$ cat src/rtl/mat_pkg.sv
// Shared constants and types for the motion activity tracker.
// Used by every module under rtl; depends on nothing else.
`default_nettype none

package mat_pkg;

    // Default number of motion levels held in the history window.
    localparam int HISTORY_DEPTH_DEF = 100;

    // Field widths.
    localparam int SAMPLE_W = 16;
    localparam int MAG_W    = 16;
    localparam int LEVEL_W  = 32;
    localparam int SUMSQ_W  = 32;
    localparam int ALPHA_W  = 16;

    // Multiplier operand and product widths.
    localparam int MUL_A_W = ALPHA_W + 1;
    localparam int MUL_B_W = LEVEL_W;
    localparam int MUL_P_W = MUL_A_W + MUL_B_W;

    // Reset value of the smoothing weight (about 0.1 in Q0.16).
    localparam logic [ALPHA_W-1:0] ALPHA_RESET = 16'd6554;

    // One root digit comes out per step, so a 32-bit radicand takes 16 steps.
    localparam int ROOT_STEPS = SUMSQ_W / 2;

    // Operations of the shared shift-subtract unit.
    typedef enum logic {
        OP_ROOT = 1'b0,
        OP_DIV  = 1'b1
    } op_t;

    // Request from the sequencer to the shared unit.
    typedef struct packed {
        logic start;
        op_t  op;
    } unit_req_t;

    // Answer of the shared unit.
    typedef struct packed {
        logic               done;
        logic [LEVEL_W-1:0] result;
    } unit_rsp_t;

endpackage

`default_nettype wire

$ cat src/rtl/mat_mul.sv
// Registered 17 x 32 unsigned multiplier shared by the squaring and averaging steps.
// Depends on mat_pkg for operand widths.
`default_nettype none

module mat_mul
    import mat_pkg::*;
(
    input  wire logic               clk,
    input  wire logic [MUL_A_W-1:0] mul_a,
    input  wire logic [MUL_B_W-1:0] mul_b,
    output logic      [MUL_P_W-1:0] product
);

    logic [MUL_P_W-1:0] product_reg;

    // The product is registered: it is ready in the cycle after the operands are presented.
    always_ff @(posedge clk)
    begin
        product_reg <= MUL_P_W'(mul_a) * MUL_P_W'(mul_b);
    end

    assign product = product_reg;

endmodule

`default_nettype wire

$ cat config.mk
export PLATFORM = sky130hd
export DESIGN_NAME = mat_mul
export DESIGN_NICKNAME = d
export VERILOG_FILES = /design/src/rtl/mat_pkg.sv /design/src/rtl/mat_mul.sv
export SDC_FILE = /design/constraint.sdc
export NUM_CORES = 1
export LEC_CHECK = 0
export ABC_AREA = 0
export BUFFER_PORTS_ARGS = -buffer_cell sky130_fd_sc_hd__buf_4
export CAP_MARGIN = 20
export CORE_MARGIN = 10
export CORE_UTILIZATION = 35
export DETAILED_ROUTE_END_ITERATION = 10
export GPL_TIMING_DRIVEN = 0
export SETUP_SLACK_MARGIN = 0.05
export SYNTH_ARGS = -nofsm -noshare
export SYNTH_HDL_FRONTEND = slang
export SYNTH_SLANG_ARGS = --single-unit
$ cat constraint.sdc
create_clock -name clk -period 9.9 [get_ports clk]
set_clock_uncertainty 0.2 [all_clocks]
set_input_delay 1.98 -clock clk [delete_from_list [all_inputs] [get_ports clk]]
set_output_delay 1.98 -clock clk [all_outputs]
set_load 0.01 [all_outputs]
Word level (Yosys, flattened, before mapping)
Cells that the tools add are included.

Multiply operators: 1.

Operators by type and width (number): multiplier 17 x 32 -> 49 bit (1).

Bits in registers: 49. Bits of input ports: 50. Output and inout bits: 49. Word-level logic and storage cells: 2.

Depth between registers and ports, before layout
Depth after elaboration: 1. Gate-level depth with buffers: 24. Depth with buffers taken out: 22.

Worst setup path before layout
Ideal clock, no wire load.

Path kind: input -> register. From: input mul_b[29]. To: register product_reg[47], in the netlist product[47]. Library setup time: 131 ps. Arrival time: 7489 ps. Required time: 9569 ps. Slack: 2080 ps. Stages: 22. Path buffers: 2. Cell sequence: clkbuf_1 clkbuf_1 nand2_1 fa_1 inv_1 fa_1 inv_1 fa_1 inv_1 fa_1 fa_1 inv_1 fa_1 inv_1 ha_1 a21o_1 a21o_1 a221o_1 a41o_1 a21oi_2 o31ai_1 xor2_1.

Longest elaborated chain between the ends: 1.

RTL lines: start, declared (line mat_mul.sv:10) `input wire logic [MUL_B_W-1:0] mul_b,`; multiplier 17 x 32 -> 49 bit (line mat_mul.sv:19) `product_reg <= MUL_P_W'(mul_a) * MUL_P_W'(mul_b);`; end signal, assigned (line mat_mul.sv:19); end, declared (line mat_mul.sv:14) `logic [MUL_P_W-1:0] product_reg;`.

Every way passes these cells.

Worst setup path in the final report
From: input mul_a[8]. To: register product_reg[46], in the netlist product[46].

Longest elaborated chain between the ends: 1.

RTL lines: start, declared (line mat_mul.sv:9) `input wire logic [MUL_A_W-1:0] mul_a,`; multiplier 17 x 32 -> 49 bit (line mat_mul.sv:19).

Every way passes these cells.

==> parameters.txt <==
Parameter                              Value

Timing
  Slew Limit Fails ... 0
  Total Negative Setup Slacks ... 0 ns
  Peak clock frequency supported by timing ... 113 MHz
  Final period utilization ... 0.896
  Final setup slack of the worst path ... 1.03 ns
  Count of endpoints failing hold in the final timing report ... 0
  Setup repair after global routing missed its margin ... false
  Count of endpoints failing setup in the final report ... 0
  Max transition margin ... 0.375
  Actual transition at the worst max-transition pin ... 0.937 ns
  Shortest period the worst path allows ... 8.87 ns

Synth
  Proportion of register bits with asynchronous set or reset after synthesis ... 0
  Number of library cell types mapped by synthesis ... 59
  Number of cells produced by synthesis ... 2,061
  Syn avg cell area ... 8.86 µm²
  Xor and xnor fraction of the mapped netlist area ... 0.0202
  Largest family of logic cells by synthesized area ... adder cells
  Number of register bits inferred by synthesis ... 49
  Number of synthesis warnings ... 0
  Fraction of the mapped netlist area in compound gates ... 0.0552
  Area share of fa/ha/maj cells after synthesis ... 0.577
  Cell Area, Synth ... 18,300 µm²
  Most used flip-flop cell after synthesis ... dfxtp_1
  Sequential share of the synthesized area ... 0.0537
  Mux cell area share after synthesis ... 0.000548
  Leading post-synthesis cells by cell area ... fa_1, inv_1, ha_1
  Top-area cell type share of the netlist area ... 0.492
  Dominant cell type by area after synthesis ... fa_1
  Mapped Nets ... 2,683
  Post-synthesis share of cell area spent on and, or, nand and nor gates ... 0.168
  Number of enable-type register cells in the synthesized netlist ... 0

Floorplan
  Total Die Area ... 61,700 µm²
  I/O pin count ... 99
  Number of standard-cell rows in the floorplan ... 83
  Starting density of the core ... 0.354
  Floorplan core area ... 51,500 µm²
  Die X-Extent ... 248 µm
  Chip height ... 248 µm

Placement
  DP Cell Count ... 2,837
  Sum of net half-perimeters after detailed placement ... 47,400 µm
  Post-Place Worst Slack ... 0.767 ns
  Gp weighted congestion ... 0.954
  PortBufs ... 96

Worst setup path
  CP Launch Type ... primary input
  Peak per-stage delay on the critical path ... 0.58 ns
  Signal arrival time at the worst endpoint ... 8.89 ns
  Critical path fanouts, max ... 10
  Most numerous cell on the critical path ... fa_1
  Critical path capture point type ... flip-flop
  Cells along the critical path ... buf_4 > clkbuf_1 > nand2_1 > fa_1 > inv_1 > fa_1 > inv_1 > fa_1 > inv_1 > fa_1 > fa_1 > inv_1 > fa_1 > inv_1 > ha_1 > and3_1 > o211ai_1 > a31o_1 > a2111oi_2 > o211ai_2 > a2111oi_2 > nor3_1 > xnor2_1
  CP required ... 9.92 ns
  Critical path class ... primary input to flip-flop
  CP max-delay cell ... clkbuf_1

GRT
  Antenna violations before repair ... 1
  Total global routing overflow ... 0
  Wire length of the first global-routing pass ... 86,700 µm
  Number of global-route vias before repair ... 15,300
  Pin count of the biggest net entering global routing ... 17
  Total track usage ... 0.186

Job
  Max cap viols ... 0

Drt
  Wire length per cell after detailed routing ... 19.4 µm
  Via density ... 4.91
  Vias ... 14,000
  Count of unresolved DRC violations after routing ... 0
  Total length of routed wires ... 55,300 µm
  Iteration-0 DRC Markers ... 741
  Number of nets with antenna violations after routing ... 0
  Iteration count of the initial detailed-routing pass ... 5

Layout
  Fraction of final layout cells with drive strength greater than 1 ... 0.0568
  Max reg flops ... 49
  Layout overhead on the synthesized area ... 9.44%
  Final net count ... 2,786
  Final std cells w/o fill ... 2,847

Clock network
  Post-CTS repair timing setup buffer count ... 0
  Library cell used as clock root buffer ... clkbuf_16
  Num Clock Sinks ... 49
  Cts-stage hold buffer count ... 0
  TritonCTS clock tree ... done
  Clock buffer depth ... 2
  Clock-pin slew reported for the worst setup and hold paths after clock tree synthesis ... 0.07 ns
  Number of clock buffers inserted by TritonCTS ... 5
  H-tree depth ... 2
  CTS-repair resized insts ... 0

Hold path
  Worst min-delay path class ... primary input to flip-flop

Outcome
  Run status ... finished clean
[layer usage]
layer | wire length (µm) | GRT usage | vias to the layer above
met2 | 26600 | 0.309 | 470
met3 | 4350 | 0.0413 | 96
met5 | 13 | 0 | -
li1 | - | - | 6184
met4 | 1890 | 0.0634 | 2
met1 | 22400 | 0.236 | 7216
[critical path, delay by kind of cell]
family          cells  cell delay, ns
compound gates      5            1.78
fa+ha+maj           7            3.49
xor+xnor            1            0.14
buf+inv             7            0.97
simple gates        3            0.51
[Yosys cell counts (all sizes together), types with 2 or more instances]
master     n
and3       4
a31o       3
a21o      19
a211o      5
o21bai     4
dfxtp     49
inv      519
o31ai      4
o21a       2
a211oi     5
nor2      21
a221o      3
o211ai     8
a21boi     2
xor2      12
o21ai     15
xnor2     30
a31oi      7
nand2    360
nand2b     4
o31a       3
nand4      4
a21oi     51
or3        3
a2111oi    2
nor2b      4
clkbuf    92
and2     218
ha       123
nand3     10
fa       449
nor3      10
a311oi     2
[final timing paths]
kind,startpoint,endpoint,cells past startpoint
max,mul_a[8],product[46],23
min,mul_a[0],product[0],2
[final cells by class]
class / count / area [µm²]
antenna: 2 / 5.00
buffer: 92 / 345
clock buffer: 5 / 125
clock inverter: 3 / 21.3
fill: 5386 / 31500
inverter: 519 / 1950
multi-input combinational: 1401 / 15000
sequential: 49 / 981
tap: 680 / 851
timing repair buffer: 96 / 721
[layout by cell type (no fill, tap or decap), drive strengths merged, types with 5 or more instances in the layout]
cell and instances:
a21o 19, fa 449, o21ai 15, a211oi 5, a21oi 51, clkbuf 97
a211o 5, ha 123, nand2 360, nand3 10, xor2 12, o211ai 8
nor2 21, inv 520, a31oi 7, nor3 10, buf 96, and2 218
dfxtp 49, xnor2 30
[per-stage QoR]
step / utilization / cell area (µm²) / hold slack, ns
floorplan: - / 18300 / 1.90
global placement: 0.385 / 19800 / 2.04
detailed placement: 0.385 / 19800 / 2.04
CTS: 0.388 / 20000 / 1.70
global route: 0.388 / 20000 / 1.71
finish: 0.388 / 20000 / 1.71
[logic make-up after synthesis]
family | Yosys count
adder cells (fa/ha/maj) | 572
AO/OA/AOI/OAI | 143
XOR/XNOR | 42
multiplexers | 1
flip-flops | 49
AND/OR/NAND/NOR | 643
buffers and inverters | 611
Power is left out: the tool's default activity adds up to more than one toggle a clock period on the data nets, which glitch-free logic cannot reach.
