`config.mk`:
```
export PLATFORM = sky130hd
export DESIGN_NAME = mat_shsub
export DESIGN_NICKNAME = d
export VERILOG_FILES = /design/src/rtl/mat_pkg.sv /design/src/rtl/mat_shsub.sv
export SDC_FILE = /design/constraint.sdc
export NUM_CORES = 1
export LEC_CHECK = 0
export ABC_CLOCK_PERIOD_IN_PS = 3580
export BUFFER_PORTS_ARGS = -buffer_cell sky130_fd_sc_hd__buf_2
export CAP_MARGIN = 5
export CORE_MARGIN = 2
export CORE_UTILIZATION = 30
export CTS_CLUSTER_DIAMETER = 150
export DETAILED_ROUTE_END_ITERATION = 8
export PLACE_DENSITY_LB_ADDON = 0.1
export RECOVER_POWER = 50
export SLEW_MARGIN = 20
export SYNTH_ARGS = -nofsm -noshare
export SYNTH_HDL_FRONTEND = slang
export SYNTH_SLANG_ARGS = --single-unit
```
`constraint.sdc`:
```
create_clock -name clk -period 3.58 [get_ports clk]
set_input_delay 1.074 -clock clk [delete_from_list [all_inputs] [get_ports clk]]
set_output_delay 1.074 -clock clk [all_outputs]
set_load 0.005 [all_outputs]
```
`src/rtl/mat_pkg.sv`:
```
// Shared constants and types for the motion activity tracker.
// Used by every module under rtl; depends on nothing else.
`default_nettype none

package mat_pkg;

    // Default number of motion levels held in the history window.
    localparam int HISTORY_DEPTH_DEF = 100;

    // Field widths.
    localparam int SAMPLE_W = 16;
    localparam int MAG_W    = 16;
    localparam int LEVEL_W  = 32;
    localparam int SUMSQ_W  = 32;
    localparam int ALPHA_W  = 16;

    // Multiplier operand and product widths.
    localparam int MUL_A_W = ALPHA_W + 1;
    localparam int MUL_B_W = LEVEL_W;
    localparam int MUL_P_W = MUL_A_W + MUL_B_W;

    // Reset value of the smoothing weight (about 0.1 in Q0.16).
    localparam logic [ALPHA_W-1:0] ALPHA_RESET = 16'd6554;

    // One root digit comes out per step, so a 32-bit radicand takes 16 steps.
    localparam int ROOT_STEPS = SUMSQ_W / 2;

    // Operations of the shared shift-subtract unit.
    typedef enum logic {
        OP_ROOT = 1'b0,
        OP_DIV  = 1'b1
    } op_t;

    // Request from the sequencer to the shared unit.
    typedef struct packed {
        logic start;
        op_t  op;
    } unit_req_t;

    // Answer of the shared unit.
    typedef struct packed {
        logic               done;
        logic [LEVEL_W-1:0] result;
    } unit_rsp_t;

endpackage

`default_nettype wire

```
`src/rtl/mat_shsub.sv`:
```
// Shared shift-subtract unit: floor square root or restoring division, one digit a cycle.
// Depends on mat_pkg for the request and answer structs and the operation codes.
`default_nettype none

module mat_shsub
    import mat_pkg::*;
#(
    parameter int TW = 39,
    parameter int FW = 7
)
(
    input  wire logic          clk,
    input  wire logic          rst_n,
    input  wire unit_req_t     req,
    input  wire logic [TW-1:0] operand,
    input  wire logic [FW-1:0] divisor,
    output unit_rsp_t          rsp
);

    // The partial remainder needs 19 bits for the root and FW + 1 for division.
    localparam int RW = (FW + 1 > 20) ? FW + 1 : 20;
    localparam int CW = $clog2(TW + 1);

    logic          busy_reg, busy_next;
    logic          done_reg, done_next;
    logic [CW-1:0] count_reg, count_next;
    op_t           op_reg, op_next;
    logic [TW-1:0] src_reg, src_next;
    logic [RW-1:0] rem_reg, rem_next;
    logic [TW-1:0] acc_reg, acc_next;
    logic [FW-1:0] div_reg, div_next;

    logic [RW-1:0] rem_sh;
    logic [RW-1:0] sub;
    logic [RW:0]   diff;
    logic          fits;

    // One recurrence step: bring in the next digit and try the subtraction.
    always_comb
    begin
        if (op_reg == OP_ROOT)
        begin
            rem_sh = {rem_reg[RW-3:0], src_reg[TW-1 -: 2]};
            sub    = {acc_reg[RW-3:0], 2'b01};
        end
        else
        begin
            rem_sh = {rem_reg[RW-2:0], src_reg[TW-1]};
            sub    = RW'(div_reg);
        end
        diff = {1'b0, rem_sh} - {1'b0, sub};
        fits = ~diff[RW];
    end

    // Load on start, then step until the count runs out.
    always_comb
    begin
        busy_next  = busy_reg;
        done_next  = 1'b0;
        count_next = count_reg;
        op_next    = op_reg;
        src_next   = src_reg;
        rem_next   = rem_reg;
        acc_next   = acc_reg;
        div_next   = div_reg;
        if (req.start)
        begin
            busy_next = 1'b1;
            op_next   = req.op;
            rem_next  = '0;
            acc_next  = '0;
            div_next  = divisor;
            if (req.op == OP_ROOT)
            begin
                // Align the 32-bit radicand with the top of the source register.
                src_next   = operand << (TW - SUMSQ_W);
                count_next = CW'(ROOT_STEPS);
            end
            else
            begin
                src_next   = operand;
                count_next = CW'(TW);
            end
        end
        else if (busy_reg)
        begin
            rem_next   = fits ? diff[RW-1:0] : rem_sh;
            acc_next   = {acc_reg[TW-2:0], fits};
            src_next   = (op_reg == OP_ROOT) ? (src_reg << 2) : (src_reg << 1);
            count_next = count_reg - CW'(1);
            if (count_reg == CW'(1))
            begin
                busy_next = 1'b0;
                done_next = 1'b1;
            end
        end
    end

    // Control registers.
    always_ff @(posedge clk or negedge rst_n)
    begin
        if (!rst_n)
        begin
            busy_reg  <= 1'b0;
            done_reg  <= 1'b0;
            count_reg <= '0;
            op_reg    <= OP_ROOT;
        end
        else
        begin
            busy_reg  <= busy_next;
            done_reg  <= done_next;
            count_reg <= count_next;
            op_reg    <= op_next;
        end
    end

    // Datapath registers.
    always_ff @(posedge clk)
    begin
        src_reg <= src_next;
        rem_reg <= rem_next;
        acc_reg <= acc_next;
        div_reg <= div_next;
    end

    assign rsp.done   = done_reg;
    assign rsp.result = acc_reg[LEVEL_W-1:0];

endmodule

`default_nettype wire

```
* After elaboration in Yosys (flattened, before gate mapping) *
Cells that the tools add are included.

operators by class
  bitwise gates (word level) = 1
  muxes and demuxes = 16
  reduce and logical (&&, ||, !) cells = 1
  eq/ne operators = 1
  add/subtract/negate cells = 2

operators with widths
  kind                                                                number
  39-bit two-way mux                                                  4
  20-bit two-way mux                                                  2
  20-bit by 20-bit subtractor with 21-bit output                      1
  19-bit two-way mux                                                  1
  6-bit two-way mux                                                   3
  6-bit by 1-bit == test with 1-bit output, second input constant     1
  1-bit two-way mux                                                   6
  6-bit by 1-bit subtractor with 6-bit output, second input constant  1
  2-bit nonzero test                                                  1
  1-bit inverter                                                      1

storage, ports and cells
  bits in registers = 106
  input bits = 50
  logic and storage cells = 29
  output and inout bits = 33

* Longest topological paths before layout *
Gate-level depths: netlist of run 1.

  depth after elaboration = 4
  depth in mapped cells = 14
  gate-level depth less buffers = 10

* Worst setup path after synthesis of run 1 *
Ideal clock, no wire load.

  kind = register to register
  start point = register op_reg
  end point = register rem_reg[16]
  buffers on the path = 4
  setup slack = 0.283 ns
  data arrival time = 3.206 ns
  period minus slack after synthesis = 3.297 ns
  setup time = 0.091 ns
  data required time = 3.489 ns
  cell stages (with the launch flop) = 13
  cells stage by stage = dfrtp_1 -> buf_2 -> clkbuf_1 -> clkbuf_1 -> nand2_1 -> fa_1 -> a211oi_1 -> o21ai_1 -> o21ai_2 -> a211o_1 -> buf_2 -> nand3_1 -> a311oi_1

between the ends
  word-level cells in the longest chain between the ends = 3
  elaborated cells between the ends (all ways) = 4
  those cells by class = 1 x add/sub; 3 x mux

ends and longest elaborated chain
  item                                            line              RTL
  start: declaration                              mat_shsub.sv:27   op_t op_reg, op_next;
  start signal: assignment                        mat_shsub.sv:114  op_reg <= op_next;
  20-bit two-way mux                              mat_shsub.sv:41   if (op_reg == OP_ROOT)
  20-bit by 20-bit subtractor with 21-bit output  mat_shsub.sv:51   diff = {1'b0, rem_sh} - {1'b0, sub};
  19-bit two-way mux *                            mat_shsub.sv:87   rem_next = fits ? diff[RW-1:0] : rem_sh;
  end signal: assignment                          mat_shsub.sv:122  rem_reg <= rem_next;
  end: declaration                                mat_shsub.sv:29   logic [RW-1:0] rem_reg, rem_next;

Mark *: on every way between the ends. The rest lies on a longest branch, timed or not.
A chain may end at the register's enable or synchronous reset.

* Worst setup path after layout of run 1 *
  start point = register op_reg
  end point = register rem_reg[12]

The elaborated chain is that of the path after synthesis.

==> results, run 1 <==
- The flow ran to the end, and the final reports show no timing, DRC or antenna violations.
- The area growth from synthesis to layout is 16.51%.
- The largest stage delay on the critical path is between 500 and 600 ps.
- The worst hold slack is between 400 and 500 ps.
- The cell area after technology mapping is 6450 sq um.
- The global router's overall resource usage is 0.1539.
- The floorplan step defined a die boundary enclosing approximately 23000 sq um.
- The internal power component is a little under 3000 uW.
- In this run the register-to-register setup slack is approximately 280 ps.
- In the final layout, the multi-input gates occupy around 3600 sq um.
- The final layout contains routed wiring with a total length of around 18000 microns.
- Dividing total power by cell area gives a power density of about 670 nW/um^2.
- The yosys synthesis warning count is 0.
- In this design, the critical path's most frequently occurring cell is sky130_fd_sc_hd__buf_4.
- Across the VDD grid, the largest voltage drop is roughly 0.24 mV.
- The TritonCTS clock tree is done.
- For this configuration, the core starts out at a cell density of 0.3059.
- Pin placement for this block handled a little over 80 I/O pins.
- The clock buffer count from CTS is 9.
- The top cell type by total area after synthesis is sky130_fd_sc_hd__edfxtp_1.
- The detailed-placement wirelength estimate is about 12000 microns.
- The final layout contains 823 nets.
- The type of element launching the critical path is a register.
- Of all nets on the critical path, the largest fanout is 17.
- The first global-routing pass estimated around 27000 microns of wire.
- Entering global routing, the biggest net connects between 40 and 50 pins.
- Timing would allow up to between 300 and 400 MHz.
- The total chip power is between 5000 and 6000 uW.
- The DRC violations left is 0.
- The critical path goes through buf_4 > buf_6 > nand2b_1 > ha_1 > a21oi_4 > nor3_1 > o41a_1 > or2_1 > buf_4 > o22ai_1 > a311oi_1.
- The number of antenna violations at the first check in global routing was 0.
- The worst relative slew slack is 0.2930.
- The least setup slack across all paths after layout is ~280 ps.
- The later-pin clock latency in the skew report is 360 ps.
- Setup repair after global routing left no endpoint under its margin.
- The share of synthesized area in the top cell type comes to 0.2142.
- In this run, post-CTS hold repair placed 0 buffers.
- The main flop type after synthesis is sky130_fd_sc_hd__dfxtp_1.
- The number of placement rows is 53.
- The fraction of power consumed by the clock network is 0.202.
- The count of cell types in the netlist is 64.
- The count of final hold-check violations is 0.
- The setup slack at placement is between 150 and 200 ps.
- The maximum level of the CTS H-tree is 3.
- The layout has between 2000 and 2500 filler cells.
- The tree is rooted in a sky130_fd_sc_hd__clkbuf_16.
- The longest clock path from root to sink contains 2 buffers.
- The first routing iteration left around 280 violations.
- In the final layout, the share of cells above drive strength 1 is 0.1868.
- The post-CTS setup buffer count is 0.
- In the post-synthesis netlist, the biggest area contributors are sky130_fd_sc_hd__edfxtp_1 21%, sky130_fd_sc_hd__dfxtp_1 16%, sky130_fd_sc_hd__mux2i_1 12%.
- The data arrival time of the worst path is 3490 ps.
- In this run the static leakage power is roughly 0.0032 uW.
- The die extent in y is between 150 and 200 microns.
- After clock tree synthesis, the clock-pin slew on the worst setup and hold paths is around 80 ps.
- The post-synth net total is roughly 750.
- The commonest cells after synthesis are 75 x sky130_fd_sc_hd__mux2i_1, 70 x sky130_fd_sc_hd__nor2_1, 52 x sky130_fd_sc_hd__a21oi_1, 51 x sky130_fd_sc_hd__dfxtp_1, 46 x sky130_fd_sc_hd__edfxtp_1.
- The gate count of the mapped netlist is roughly 670.
- The floorplan die width is between 150 and 200 microns.
- The pre-antenna-repair detailed-routing pass consisted of 4 iterations.
- The number of vias in the routed layout is between 5000 and 6000.
- The proportion of register bits with asynchronous set or reset after synthesis is 0.08491.
- The number of clock sinks is about 110.
- In the final layout, flip-flops and latches occupy 2631 sq um.
- The number of diodes added for antenna fixing is 0.
- The average footprint of a synthesized cell is between 9 and 10 sq um.
- The flip-flop count of the largest register, all copies and words added is 39.
- The net switching power is between 2000 and 2500 uW.
- The fraction of power spent switching nets is 0.4096.
- The total congestion overflow after global routing is 0.
- The path class of the tightest hold or removal check is reg -> reg.
- The transition at the pin with the smallest max-transition slack is 1061 ps.
- In the routed layout, each cell is associated on average with a via count of 5.151.
- The critical setup path kind is reg -> reg.
- The kind of capture point of the worst setup path is a register.
- The total core area is around 21000 sq um.
- The number of nets with antenna violations after detailed routing is 0.
- The final count of negative-setup-slack endpoints is 0.
- The number of synthesized flops with an enable pin is 46.
- The final clock skew is roughly 12 ps.
- The number of gates given a new drive strength after cts is 0.
- The largest individual stage delay along the critical path comes from the cell sky130_fd_sc_hd__dfrtp_4.
- Buffers placed on the I/O ports in this run total 82.
- The via count of the first global-routing pass is 5051.
- The portion of total power attributed to sequential cells is 0.311.
- The proportion of power drawn by combinational gates is 0.486.
- The sequential cell area fraction in the yosys report is 0.4074.
- Counting flops and latches in the post-synthesis netlist gives 106.
- The share of the cycle needed by the critical path after routing is 0.9215.
- The setup TNS is 0 ps.
- The tool flagged a number of max-cap violations equal to 0.
- The number of max-slew violations in the final report is 0.
- Counting I/O delays and the setup requirement, the final critical path takes 3299 ps.
- Among all cell types in the netlist, the one instantiated most often is sky130_fd_sc_hd__mux2i_1.
- In the final routed layout, each cell accounts on average for between 15 and 20 microns.
- The congestion estimate from routability-driven global placement came to 0.8284.
- The worst path required time is 3770 ps.
-- cell families (layout without fill, tap and decap cells) --
logic type                 count (synthesis)  after routing  synth area share
AOI/OAI and AO/OA                        172            172            0.1824
xor gates and xnor gates                  13             13           0.01765
adders and majority gates                 23             23           0.04578
buffers and inverters                     57            138           0.03841
DFF                                      106            106            0.4074
muxes                                     95             95            0.1513
and+or+nand+nor                          208            208            0.1571
-- per-layer routing --
metal,part of all wire,up-vias,track usage
met4,0.011,0,0.04860
met1,0.50,2557,0.2156
met3,0.030,11,0.02273
met5,0,-,0
met2,0.46,94,0.2441
li1,-,2644,-
-- critical path: cells and delay by family (launching register included) --
kind / cells / cell delay, ps
AND/OR/NAND/NOR: 3 / 620
adder cells (fa/ha/maj): 1 / 400
buffers and inverters: 3 / 540
AO/OA/AOI/OAI: 4 / 1020
flip-flops: 1 / 540
-- power by group through the flow --
stage               sequential, uW  clock (uW)  combinational (uW)
global route                  1590        1100                2700
detailed placement            1600           0                2390
global placement              1600           0                2380
finish                        1570        1020                2450
CTS                           1570        1060                2400
floorplan                     1540           0                1840
-- final cells by class --
type                       count  share of cell area
clock inverter                 7            0.008658
sequential                   106              0.3501
timing repair buffer         112             0.08475
clock buffer                   9             0.02997
multi-input combinational    511              0.4757
tap                          275             0.04579
inverter                      10            0.004995
-- worst paths after layout --
path	startpoint	end	cells after the start
max	op_reg	rem_reg[12]	11
min in group asynchronous	rst_n	count_reg[1]	1
min reg2reg	rem_reg[1]	rem_reg[1]	2
max in group asynchronous	rst_n	op_reg	1
min	rem_reg[1]	rem_reg[1]	2
max reg2reg	op_reg	rem_reg[12]	11
-- cells in the final DEF, fill, tap and decap left out, types with 20 or more instances in the layout --
master	instances
sky130_fd_sc_hd__a211oi_1	35
sky130_fd_sc_hd__a21oi_1	52
sky130_fd_sc_hd__buf_2	63
sky130_fd_sc_hd__buf_4	25
sky130_fd_sc_hd__dfxtp_1	51
sky130_fd_sc_hd__edfxtp_1	46
sky130_fd_sc_hd__ha_1	22
sky130_fd_sc_hd__mux2_2	20
sky130_fd_sc_hd__mux2i_1	75
sky130_fd_sc_hd__nand2_1	41
sky130_fd_sc_hd__nor2_1	70
sky130_fd_sc_hd__nor2b_1	34
-- through the flow --
stage,utilization,cells,area [sq um]
3_3_place_gp,0.3399,1006,7167
2_1_floorplan,-,674,6450
5_1_grt,0.3564,1030,7515
6_report,0.3564,1030,7515
4_1_cts,0.3536,1022,7457
3_5_place_dp,0.3399,1006,7167
Power figures use the tool's default switching activity.
==> run 2: changes to the inputs <==
--- a/config.mk
+++ b/config.mk
@@ -5,7 +5,7 @@
 export SDC_FILE = /design/constraint.sdc
 export NUM_CORES = 1
 export LEC_CHECK = 0
-export ABC_CLOCK_PERIOD_IN_PS = 3580
+export ABC_CLOCK_PERIOD_IN_PS = 3800
 export BUFFER_PORTS_ARGS = -buffer_cell sky130_fd_sc_hd__buf_2
 export CAP_MARGIN = 5
 export CORE_MARGIN = 2
==> constraint.sdc (replaced) <==
create_clock -name clk -period 3.8 [get_ports clk]
set_input_delay 1.14 -clock clk [delete_from_list [all_inputs] [get_ports clk]]
set_output_delay 1.14 -clock clk [all_outputs]
set_load 0.005 [all_outputs]
==> run 2 against run 1 <==
Net effect:
- the run now ends with capacitance limit, slew limit left
- sequential power fell by 6%
- combinational power fell by 9.0%
- via count fell by 1.9%
- die area did not move
- critical path depth fell by 6
- global-route usage fell by 0.41 points
- worst setup slack improved by 42 ps
- hold slack improved by 14 ps
- clock skew fell by 1.4 ps
==> results, run 2 (synthesis gave the netlist of run 1 again) <==
- By startpoint and endpoint, the worst setup path is classified as in -> reg.
- The count of final hold-check violations is 0 (unchanged).
- The number of ports placed on the die boundary was 83 (unchanged).
- The die extent in y is 150.6 microns (unchanged).
- The maximum fanout count along the critical path is 63 (+46).
- The worst path needs between 3000 and 4000 ps of the cycle, external delays included.
- The worst relative slew slack is -0.04482 (-0.3378).
- The fraction of layout instances using a drive strength above 1 is 0.1741 (-0.01267).
- The starting density of the core is 0.3059 (unchanged).
- The total congestion overflow after global routing is 0 (unchanged).
- The via count of the first global-routing pass is 4968 (-1.6%).
- The number of hold buffers added after CTS was 0 (unchanged).
- The number of placement rows is 53 (unchanged).
- The clock-pin transition on the worst setup and hold timing paths is 80 ps (about the same).
- The worst IR drop on VDD came to 0.3121 mV (+28%).
- The fraction of power consumed by the clock network came to 0.198 (-0.004).
- The number of DRC markers in iteration 0 is 310 (+12%).
- The global router's overall resource usage is 0.1498 (-0.004055).
- The iteration count of the initial detailed-routing pass came to 4 (unchanged).
- CTS placed an instance of sky130_fd_sc_hd__clkbuf_16 at the clock tree root.
- The number of vias in the routed layout came to 5206 (-1.9%).
- Setup repair after global routing left no endpoint under its margin.
- The worst min-delay path class is reg -> reg.
- The setup TNS is 0 ps (unchanged).
- The fraction of power spent switching nets is 0.4066 (-0.003051).
- The power density normalized to cell area is 627.7 nW/um^2 (-6.2%).
- The maximum buffer depth of the clock tree was 2 (unchanged).
- The total number of nets in the final design came to 809 (-1.7%).
- TritonCTS built the clock tree.
- STA classifies the critical path startpoint as an input pin.
- The maximum frequency from static timing analysis is 287.6 MHz.
- The number of diodes added for antenna fixing is 0 (unchanged).
- The first-pass GRT wire length came to 26670 microns (-2.6%).
- Walking the worst path, the cells encountered are clkbuf_1 > buf_4 > nand2b_1 > nor2_1 > a221o_1.
- The kind of capture point of the worst setup path is a register.
- The die outline area is 22690 sq um (unchanged).
- The kind of cell with the highest combined delay along the critical path is buffers and inverters.
- The cell at the slowest stage of the critical path is sky130_fd_sc_hd__clkbuf_1.
- The last weighted congestion value of the routability-driven placer is 0.7864 (-5.1%).
- The final count of negative-setup-slack endpoints is 0 (unchanged).
- The largest stage delay on the critical path was 1100 ps (+560 ps).
- The portion of total power attributed to sequential cells is 0.320 (+0.009).
- The max-cap check violation count is 1 (+1).
- The wire length after detailed routing came to 16900 microns (-3.6%).
- The final clock skew is 10.56 ps (-1.415 ps).
- The relative area change from synthesis to final layout is 14.51%.
- The proportion of power drawn by combinational gates is 0.482 (-0.004).
- The total chip power is 4636 uW (-7.8%).
- The maximum number of pins on one net before global-route repair is 64 (+31%).
- The number of nets with antenna violations after detailed routing is 0 (unchanged).
- The transition at the pin with the smallest max-transition slack came to 1567 ps (+506.7 ps).
- The routed wire length per instance is 16.64 microns (-2.3%).
- The maximum level of the CTS H-tree is 3 (unchanged).
- The per-cell via count in the routed design is 5.124 (-0.53%).
- The number of antenna violations at the first check in global routing came to 0 (unchanged).
- The worst path required time is 4030 ps (+260 ps).
- The leakage power figure came to 0.003130 uW (-2.2%).
- The top cell types in the final layout, fill and taps aside, are 75 x sky130_fd_sc_hd__mux2i_1, 70 x sky130_fd_sc_hd__nor2_1, 65 x sky130_fd_sc_hd__buf_2.
- The later-pin clock latency in the skew report was 350 ps (about the same).
- The internal power component came to 2751 uW (-7.3%).
- Of the available clock period, the critical path in the final layout requires 0.9149.
- The number of clock sinks is 106 (unchanged).
- The run finished, with violations left.
- The flip-flop count of the largest register, all copies and words added came to 39 (unchanged).
- The count of buffer and inverter cells on the critical path came to 2 (-1).
- The detailed-placement wirelength estimate came to 12080 microns (-2.2%).
- The total core area is 21090 sq um (unchanged).
- The data arrival time of the worst path is 3710 ps (+220 ps).
- The checks that failed: capacitance limit, slew limit.
- The net switching power is 1885 uW (-8.5%).
- The worst hold slack is 487.1 ps (+13.72 ps).
- The floorplan die width was 150.6 microns (unchanged).
- The DRC violations left is 0 (unchanged).
- The number of max-slew violations in the final report was 37 (+37).
- The count of input and output buffers is 82 (unchanged).
- The clock buffer count from CTS is 9 (unchanged).
- The most frequent standard cell in the layout excluding fill and tap cells is sky130_fd_sc_hd__mux2i_1.
-- run 2: cell types whose count changed in the layout (fill, tap and decap cells not counted), sizes merged --
cell	change
clkbuf	-3
clkinv	+1
inv	-1
buf	-11
-- run 2: path summary, 6_finish.rpt --
check | from | end | slack [ps] | cells after the start
max | req[1] | rem_reg[6] | 320 | 5
min | rem_reg[1] | rem_reg[1] | 490 | 2
max reg2reg | op_reg | rem_reg[9] | 350 | 11
min reg2reg | rem_reg[1] | rem_reg[1] | 490 | 2
max in group asynchronous | rst_n | op_reg | 2620 | 1
min in group asynchronous | rst_n | count_reg[4] | 750 | 1
-- run 2: through the flow --
stage	cell area, sq um	std cells	setup slack (ps)	util
floorplan	6450	674	503.3	-
global placement	7122	1000	307.7	0.3377
detailed placement	7122	1000	283.6	0.3377
CTS	7408	1016	257.4	0.3513
global route	7386	1016	43.64	0.3502
finish	7386	1016	323.3	0.3502
-- run 2: metal layers --
layer  track usage  vias to the layer above  routed length [microns]
li1              -                     2620                        -
met1        0.2073                     2460                     8221
met2        0.2366                      106                     7690
met3       0.02333                       20                      697
met4       0.05421                        0                      294
met5             0                        -                        0
-- run 2: repair_timing --
item,in CTS,in global routing
setup endpoints to repair,0,1
gates resized for setup,0,1
buffers inserted,0,0
-- run 2: worst register-to-register path, stage by stage (launching register included) --
cell	delay [ps]
sky130_fd_sc_hd__dfrtp_4	740
sky130_fd_sc_hd__mux2i_1	340
sky130_fd_sc_hd__ha_1	210
sky130_fd_sc_hd__inv_1	50
sky130_fd_sc_hd__fa_1	410
sky130_fd_sc_hd__a211oi_1	290
sky130_fd_sc_hd__o21ai_1	200
sky130_fd_sc_hd__o21ai_2	210
sky130_fd_sc_hd__a211o_1	280
sky130_fd_sc_hd__buf_4	220
sky130_fd_sc_hd__nand3_1	110
sky130_fd_sc_hd__a311oi_1	290
-- run 2: area by class of cell --
| cell class | instances | area, sq um |
|---|---|---|
| Fill cell | 2204 | 13700 |
| Multi-Input combinational cell | 511 | 3575 |
| Sequential cell | 106 | 2633 |
| Timing Repair Buffer | 98 | 510.5 |
| Tap cell | 275 | 344.1 |
| Clock buffer | 9 | 225.2 |
| Clock inverter | 7 | 61.31 |
| Inverter | 10 | 37.54 |
-- run 2: power by group through the flow --
stage | sequential (uW) | clock (uW) | combinational [uW]
6_report | 1480 | 920 | 2230
5_1_grt | 1500 | 1010 | 2480
4_1_cts | 1480 | 964 | 2230
3_5_place_dp | 1510 | 0 | 2220
3_3_place_gp | 1510 | 0 | 2200
2_1_floorplan | 1450 | 0 | 1740
